**src/hdl/eabb_pkg.sv**
```systemverilog
// ----------------------------------------------------------------------------
// eabb_pkg
// Shared constants, types and control structs of the edge-aware box blur.
// ----------------------------------------------------------------------------
package eabb_pkg;

    localparam int MAX_WIDTH  = 1024;
    localparam int MAX_HEIGHT = 4096;

    localparam int WIDTH_W  = 11;                 // image_width register
    localparam int HEIGHT_W = 13;                 // image_height register
    localparam int COL_W    = $clog2(MAX_WIDTH);
    localparam int OROW_W   = 13;
    localparam int IROW_W   = 14;                 // runs a few rows past the frame on flush
    localparam int PIX_W    = 24;
    localparam int SUM_W    = 12;
    localparam int NUM_W    = 13;
    localparam int CNT_W    = 4;
    localparam int DEN_W    = 5;
    localparam int QUO_W    = 8;
    localparam int STEP_W   = 3;

    typedef enum logic {
        CMD_PIXEL = 1'b0,
        CMD_FLUSH = 1'b1
    } cmd_t;

    typedef enum logic {
        CFG_IMAGE_WIDTH  = 1'b0,
        CFG_IMAGE_HEIGHT = 1'b1
    } cfg_index_t;

    typedef enum logic [2:0] {
        S_IDLE,
        S_READ,
        S_EXEC,
        S_SUM,
        S_DIV,
        S_LOAD
    } state_t;

    typedef struct packed {
        logic accept;
        logic rd;
        logic exec;
        logic sum;
        logic div;
        logic load;
    } ctrl_cmd_t;

    typedef struct packed {
        logic frame_done;
        logic out_done;
        logic emit;
        logic is_flush;
        logic div_last;
        logic out_free;
    } dp_status_t;

endpackage

```
**src/hdl/eabb_ctrl.sv**
```systemverilog
// ----------------------------------------------------------------------------
// eabb_ctrl
// Controller: sequences line store read, window update, sum, divide, output.
// ----------------------------------------------------------------------------
module eabb_ctrl (
    input  logic                  clk,
    input  logic                  rst_n,
    input  logic                  in_valid,
    input  logic                  in_cmd,
    input  eabb_pkg::dp_status_t  status,
    output eabb_pkg::ctrl_cmd_t   ctrl,
    output logic                  in_ready,
    output logic                  cfg_ready
);
    import eabb_pkg::*;

    state_t state_reg, state_next;
    logic   again_reg, again_next;

    always_comb
    begin
        state_next = state_reg;
        again_next = again_reg;
        unique case (state_reg)
            S_IDLE:
            begin
                if (in_valid)
                begin
                    again_next = 1'b0;
                    if (in_cmd == CMD_PIXEL)
                        state_next = S_READ;
                    else if (status.frame_done && !status.out_done)
                        state_next = S_READ;
                end
            end
            S_READ:
                state_next = S_EXEC;
            S_EXEC:
            begin
                // a flush tick may need a second column before a result shows
                if (status.emit)
                    state_next = S_SUM;
                else if (status.is_flush && !again_reg && !status.out_done)
                begin
                    again_next = 1'b1;
                    state_next = S_READ;
                end
                else
                    state_next = S_IDLE;
            end
            S_SUM:
                state_next = S_DIV;
            S_DIV:
                if (status.div_last)
                    state_next = S_LOAD;
            S_LOAD:
                if (status.out_free)
                    state_next = S_IDLE;
            default:
                state_next = S_IDLE;
        endcase
    end

    always_comb
    begin
        ctrl      = '0;
        in_ready  = 1'b0;
        cfg_ready = 1'b0;
        unique case (state_reg)
            S_IDLE:
            begin
                in_ready    = 1'b1;
                cfg_ready   = 1'b1;
                ctrl.accept = in_valid;
            end
            S_READ: ctrl.rd   = 1'b1;
            S_EXEC: ctrl.exec = 1'b1;
            S_SUM:  ctrl.sum  = 1'b1;
            S_DIV:  ctrl.div  = 1'b1;
            S_LOAD: ctrl.load = status.out_free;
            default: ;
        endcase
    end

    always_ff @(posedge clk or negedge rst_n)
    begin
        if (!rst_n)
        begin
            state_reg <= S_IDLE;
            again_reg <= 1'b0;
        end
        else
        begin
            state_reg <= state_next;
            again_reg <= again_next;
        end
    end

endmodule

```
**config.mk**
```make
export PLATFORM = sky130hd
export DESIGN_NAME = eabb_ctrl
export DESIGN_NICKNAME = d
export VERILOG_FILES = /design/src/hdl/eabb_pkg.sv /design/src/hdl/eabb_ctrl.sv
export SDC_FILE = /design/constraint.sdc
export NUM_CORES = 1
export LEC_CHECK = 0
export ABC_AREA = 1
export BUFFER_PORTS_ARGS = -buffer_cell sky130_fd_sc_hd__buf_2
export CAP_MARGIN = 30
export CORE_AREA = 8 8 45 47
export DETAILED_ROUTE_END_ITERATION = 10
export DIE_AREA = 0 0 53 55
export GPL_ROUTABILITY_DRIVEN = 0
export SLEW_MARGIN = 20
export SYNTH_ARGS = -nofsm -noshare
export SYNTH_HDL_FRONTEND = slang
export SYNTH_SLANG_ARGS = --single-unit
```
**constraint.sdc**
```tcl
create_clock -name clk -period 0.9 [get_ports clk]
set_input_delay 0.135 -clock clk [delete_from_list [all_inputs] [get_ports clk]]
set_output_delay 0.135 -clock clk [all_outputs]
set_load 0.005 [all_outputs]
```
=== Word-level counts from Yosys, hierarchy flattened ===
Cells that the tools add are included.

* Input port bits: 10
* Word-level logic and storage cells: 41
* Bits in registers: 4
* Output and inout port bits: 8

* Equal/unequal tests: 11
* Muxes and demuxes: 19
* Reductions and logical operators: 9

{| class="wikitable"
|+ Operators with widths
! kind !! count
|-
| 3-bit one-hot mux with 6 select lines || 1
|-
| 3-bit two-way mux || 5
|-
| 1-bit two-way mux || 11
|-
| 2-bit inequality test (second input constant) || 5
|-
| 4-bit AND reduction || 2
|-
| 3-bit by 2-bit equality test with 1-bit output (second input constant) || 2
|-
| 3-bit equality test (second input constant) || 2
|-
| 3-bit by 1-bit equality test with 1-bit output (second input constant) || 1
|-
| 1-bit logical AND || 3
|-
| 3-bit logical NOT || 1
|-
| 3-bit inequality test (second input constant) || 1
|-
| 1-bit logical NOT || 2
|-
| 2-bit two-way mux || 1
|-
| 1-bit one-hot mux with 2 select lines || 1
|-
| 2-bit nonzero test || 1
|}

=== Logic depth before layout (Yosys ltp) ===
Gate-level depths: netlist of the first run.

* Depth after elaboration: 6
* Mapped depth: 8
* Gate-level depth less buffers: 8

=== Worst setup path before layout of the first run ===
Ideal clock, no wire load.

* Path kind: register to register
* Start point: register state_reg[0]
* End point: register state_reg[0]
* Path slack: -0.184 ns
* Library setup time: 0.117 ns
* Cell stages (with the launch flop): 7
* Arrival: 0.967 ns
* Data required time: 0.783 ns
* Period minus slack after synthesis: 1.084 ns
* Buffers on the path: 0
* Cells stage by stage: dfrtp_1 -> nor2_1 -> nand2_1 -> inv_1 -> nand2_1 -> nand3_1 -> nand2_1

* Cells in the longest elaborated chain, start to end: 3
* Elaborated cells between the ends (all ways): 12
* Classes of those cells: eq/ne (9); mux (1); reduce/logical (2)

{| class="wikitable"
|+ Ends and longest elaborated chain
! what !! RTL line !! RTL
|-
| start: declaration || eabb_ctrl.sv:17 || <nowiki>state_t state_reg, state_next;</nowiki>
|-
| start signal: assignment || eabb_ctrl.sv:94 || <nowiki>state_reg <= state_next;</nowiki>
|-
| 3-bit equality test / 3-bit logical NOT (equally long branches) || eabb_ctrl.sv:24 || <nowiki>unique case (state_reg)</nowiki>
|-
| 2-bit inequality test (no line) / 3-bit inequality test (equally long branches) || n/a ||
|-
| 4-bit AND reduction (no line) || n/a ||
|}

Parallel ways exist; a longest one is shown, timed or not.
A chain may end at the register's enable or synchronous reset.

==> flow_summary_export.csv, run 1 <==
group,metric,value,unit
status,outcome,"finished with violations",
status,failed_checks,"negative setup slack",
synth,ys_seq_area_share,30.3,%
die,core_area,1380,um^2
detailed_routing,drt-total-wl,1320,um
timing,max_freq,784,MHz
finish,layout.cells.most_common_list,"buf_2 (14), inv_1 (11), nand2_1 (11)",
clock_tree,root_buffer,"clkbuf_4",
finish,largest_reg_flops,3,
setup_path,cp.required,0.76,ns
detailed_routing,postRouteAntennaNets,0,
grt,globalRouteTotalUtil,9.30,%
clock_tree,path_clk_slew,0.04,ns
pwr,p_leak,0.395,nW
grt,grt_first_pass_wirelength,1930,um
timing,worst_pin_slew,0.173,ns
timing,setup_viol,12,
worst_hold_path,holdCritPathClass,"input pin to asynchronous set/reset pin",
detailed_routing,drt-pass1-iter-count,4,
synth,synthTopCellsByArea,"dfrtp_1 (30%), nand2_1 (20%), inv_1 (16%), nor2_1 (10%), nand3_1 (6.1%)",
placed_design,post_dp_cell_area,470,um^2
die,dieArea,2920,um^2
die,io_pins,18,
placed_design,port_buffers,17,
detailed_routing,vias,483,
clock_tree,numClockSinks,4,
timing,setup_tns,-3.69,ns
detailed_routing,drc_errors,0,
die,fp.dieW,53,um
timing,slew_violations,0,
setup_path,r2r_slack,-0.30,ns
setup_path,start_kind,"flop",
finish,antenna_cells,0,
clock_tree,cts_buffer_depth,2,
die,die_h,55,um
clock_tree,numCtsBuffers,3,
setup_path,critical_path.max_fanout,4,
timing,period_share,142,%
finish,register_area,104,um^2
synth,synthesis.nets,68,
synth,synth_top_area_cell,"dfrtp_1",
finish,drive_gt1_share,64.5,%
clock_tree,htree_levels,1,
synth,synth.top_cell.area_share,30.3,%
finish,final_common_cell,"buf_2",
job,maxCapViolCount,0,
synth,synth_seq_cells,4,
finish,fin_area,693,um^2
pwr,power.density,3020,nW/um^2
synth,synth_area,330,um^2
pwr,total_power,2.10,mW
finish,fillers,138,
detailed_routing,drt_iter0_drc,15,
synth,synth.distinct_cells,11,
timing,clock_skew,0.00516,ns
timing,hold_viol_final,0,
detailed_routing,via_per_inst,4.43,
grt,antenna_found_initial,0,
setup_path,worst_setup_path_end_kind,"output port",
finish,areaGrowthSynthToFinish,110,%
timing,post-route-min-period,1.28,ns
setup_path,crit_type,"flop to output port",
synth,avgSynthCellArea,5.70,um^2
timing,relSlewSlack,88.4,%
synth,synth_warnings,0,
grt,grt_pass1_vias,510,
detailed_routing,avgRoutedWirePerCell,12.1,um
finish,finalNetCount,105,
timing,layout_setup_ws,-0.376,ns
setup_path,arrival,1.14,ns
clock_tree,cts_tree,"yes",
grt,grt_max_degree,6,
die,rows,14,
grt,grt_overflow,0,
timing,rsz0062_at_grt,"true",
finish,multi_input_comb_area,229,um^2
synth,synthCells,58,
placed_design,dpl_worst_slack,-0.208,ns
pwr,ir_drop,0.00149,V
clock_tree,worstSkewPairLatency,0.24,ns
die,start_util,23.9,%
placed_design,dp_hpwl,819,um
==> cell type report <==
cell class / instances / area share [%]
Sequential cell: 4 / 15.0
Inverter: 15 / 8.84
Timing Repair Buffer: 34 / 37.0
Multi-Input combinational cell: 37 / 33.0
Tap cell: 16 / 2.89
Clock buffer: 3 / 3.25
==> power breakdown <==
part	internal (mW)	switching (mW)	total (mW)
combinational	0.799	0.696	1.50
clock	0.149	0.0741	0.223
sequential	0.257	0.120	0.378
==> worst max-delay path, cell delays in order, from the launching register on <==
cell	delay, ns
dfrtp_2	0.44
inv_4	0.10
nand2_4	0.06
nor2_4	0.11
buf_6	0.11
buf_6	0.08
==> cell families after synthesis <==
family	after synthesis	share of synthesized area, %
AOI/OAI and AO/OA	3	4.54
buffers and inverters	17	21.6
DFF	4	30.3
and+or+nand+nor	34	43.6
==> repair_timing <==
action / CTS / global route
resized for setup: 11 / 24
hold endpoints to repair: 4 / 0
setup endpoints to repair: 12 / 12
hold buffers: 1 / 0
setup buffers: 7 / 5
pin swaps: 2 / 10
==> synth_stat cells <==
master / number
inv_2: 1
nor2_1: 9
dfrtp_1: 4
inv_1: 14
nand3_1: 4
o21ai_0: 3
nor3_1: 1
nand2_1: 18
nor2_4: 1
nand4_1: 1
buf_4: 2
==> worst paths after layout <==
| kind | startpoint | end | depth (start not counted) |
|---|---|---|---|
| min reg2reg | again_reg | again_reg | 2 |
| max in group asynchronous | rst_n | state_reg[0] | 2 |
| min | rst_n | again_reg | 2 |
| max reg2reg | state_reg[2] | again_reg | 9 |
| max | state_reg[2] | ctrl[3] | 5 |
| min in group clk | in_valid | state_reg[2] | 5 |
==> metal layers <==
metal / up-vias / share of wire, % / global-route usage (%)
met5: - / 0 / 0
met4: 0 / 1.7 / 2.16
met3: 2 / 10 / 6.42
met2: 22 / 55 / 17.2
met1: 221 / 33 / 8.08
li1: 238 / - / -
==> per-stage QoR <==
step | cells | hold slack (ns) | util, %
floorplan | 58 | -0.161 | -
global placement | 95 | -0.0480 | 34.0
detailed placement | 95 | -0.0498 | 34.0
CTS | 106 | 0.227 | 43.6
global route | 109 | 0.240 | 50.1
finish | 109 | 0.228 | 50.1
No activity file was read; power rests on OpenSTA's default activity.
==> run 2, diff against run 1 <==
--- a/config.mk
+++ b/config.mk
@@ -6,7 +6,7 @@
 export NUM_CORES = 1
 export LEC_CHECK = 0
 export ABC_AREA = 1
-export BUFFER_PORTS_ARGS = -buffer_cell sky130_fd_sc_hd__buf_2
+export BUFFER_PORTS_ARGS = -buffer_cell sky130_fd_sc_hd__buf_4
 export CAP_MARGIN = 30
 export CORE_AREA = 8 8 45 47
 export DETAILED_ROUTE_END_ITERATION = 10
==> run 2 against run 1 <==
Largest power group unchanged; final area down 2.9%; critical path depth unchanged; clock power up 14%; the flow still finishes with violations (negative setup slack); via count down 6.2%; non-clock buffer count down 2; cell count down 1.8%; core utilization down 1.4 points; sequential power down 6.6%.
==> flow_summary_export.csv, run 2 (synthesized netlist as in run 1, its figures left out) <==
group,metric,value,unit
status,outcome,"finished with violations",
status,failed_checks,"negative setup slack",
detailed_routing,drt-pass1-iter-count,4,
finish,layout.cells.most_common_list,"buf_4 (24), nand2_1 (13), inv_1 (12)",
setup_path,crit_buf_inv,3,
grt,grt_pass1_vias,449,
setup_path,reg2reg_depth,9,
clock_tree,numClockSinks,4,
placed_design,dpl_worst_slack,-0.229,ns
setup_path,critical_path.max_fanout,3,
pwr,combPwrFrac,69.2,%
finish,antenna_cells,0,
clock_tree,path_clk_slew,0.05,ns
detailed_routing,drc_errors,0,
pwr,pwr-share-seq,17.9,%
setup_path,worst_setup_path_end_kind,"output port",
grt,grt_first_pass_wirelength,1770,um
clock_tree,cts_buffer_depth,2,
finish,largest_reg_flops,3,
timing,hold_viol_final,0,
setup_path,slowest_delay,0.40,ns
setup_path,critPathSlowestCell,"dfrtp_1",
finish,areaGrowthSynthToFinish,104,%
finish,fin_util,48.6,%
detailed_routing,drt_iter0_drc,5,
timing,clock_skew,0.00671,ns
pwr,switching_power,0.793,mW
grt,globalRouteTotalUtil,8.65,%
placed_design,port_buffers,17,
setup_path,worstPathCellList,"inv_2 > nand2_2 > buf_6 > nor2_2 > buf_4",
clock_tree,cts_tree,"yes",
detailed_routing,via_per_inst,4.23,
pwr,p_int,1.18,mW
setup_path,cp_top_family,"flip-flops",
finish,final_common_cell,"buf_4",
finish,drive_gt1_share,56.0,%
timing,layout_setup_ws,-0.371,ns
timing,slew_violations,0,
grt,grt_overflow,0,
pwr,p_leak,0.389,nW
setup_path,arrival,1.14,ns
worst_hold_path,holdCritPathClass,"input pin to asynchronous set/reset pin",
clock_tree,worstSkewPairLatency,0.25,ns
die,fp.dieW,53,um
pwr,p_clk_share,12.9,%
timing,post-route-min-period,1.27,ns
die,die_h,55,um
finish,fin_area,673,um^2
job,maxCapViolCount,0,
timing,worst_pin_slew,0.239,ns
detailed_routing,vias,453,
grt,grt_max_degree,6,
clock_tree,root_buffer,"clkbuf_4",
timing,setup_tns,-3.70,ns
pwr,power.density,2930,nW/um^2
timing,period_share,141,%
placed_design,post_dp_cell_area,513,um^2
setup_path,crit_type,"flop to output port",
die,rows,14,
timing,relSlewSlack,83.9,%
placed_design,dp_hpwl,823,um
die,core_area,1380,um^2
clock_tree,numCtsBuffers,3,
timing,max_freq,786,MHz
placed_design,dp.cells,95,
grt,antenna_found_initial,0,
finish,stdcell_count,107,
detailed_routing,avgRoutedWirePerCell,11.0,um
pwr,p_sw_share,40.2,%
detailed_routing,postRouteAntennaNets,0,
timing,setup_viol,12,
die,io_pins,18,
pwr,ir_drop,0.00122,V
finish,finalNetCount,103,
setup_path,start_kind,"flop",
setup_path,cp.required,0.76,ns
detailed_routing,drt-total-wl,1180,um
clock_tree,htree_levels,1,
die,start_util,23.9,%
timing,hold_slack,0.221,ns
setup_path,worstSetupPathDepth,5,
pwr,total_power,1.97,mW
timing,rsz0062_at_grt,"true",
die,dieArea,2920,um^2
==> run 2: cell types whose count changed in the layout (fill, tap and decap cells not counted), moves of 2 or more <==
cell and change:
buf_2 -14, buf_4 +14, buf_6 -2, inv_4 -2
nand2_1 +2
==> run 2: cell type report <==
class | instances | area, um^2
inverters | 15 | 56.3
clock buffers | 3 | 22.5
multi-input cells | 37 | 203
flip-flops and latches | 4 | 103
repair buffers | 32 | 269
fillers | 142 | 711
well taps | 16 | 20.0
==> run 2: repair_timing <==
item,CTS,global route
setup endpoints to repair,12,12
hold buffers,1,0
gates resized for setup,12,9
setup buffers,6,2
pin swaps,4,3
endpoints found under the hold margin,4,0
==> run 2: power by group through the flow <==
stage          sequential (mW)  combinational (mW)  clock [mW]
3_5_place_dp             0.325               0.911           0
2_1_floorplan            0.321               0.509           0
4_1_cts                  0.325                1.26       0.257
5_1_grt                  0.365                1.49       0.275
6_report                 0.353                1.37       0.255
3_3_place_gp             0.323               0.897           0
==> run 2: worst paths after layout <==
path                                 to  slack (ns)    startpoint
max                             ctrl[2]       -0.37  state_reg[2]
min                        state_reg[0]        0.22         rst_n
max reg2reg                   again_reg       -0.28  state_reg[2]
min reg2reg                   again_reg        0.49     again_reg
max in group asynchronous  state_reg[1]        0.56         rst_n
min in group clk           state_reg[2]        0.25      in_valid
==> run 2: routing by layer <==
metal,vias up,global-route usage [%],routed length [um]
li1,234,-,-
met5,-,0,0
met2,13,14.1,585
met1,201,8.55,465
met3,5,2.41,87
met4,0,9.05,42
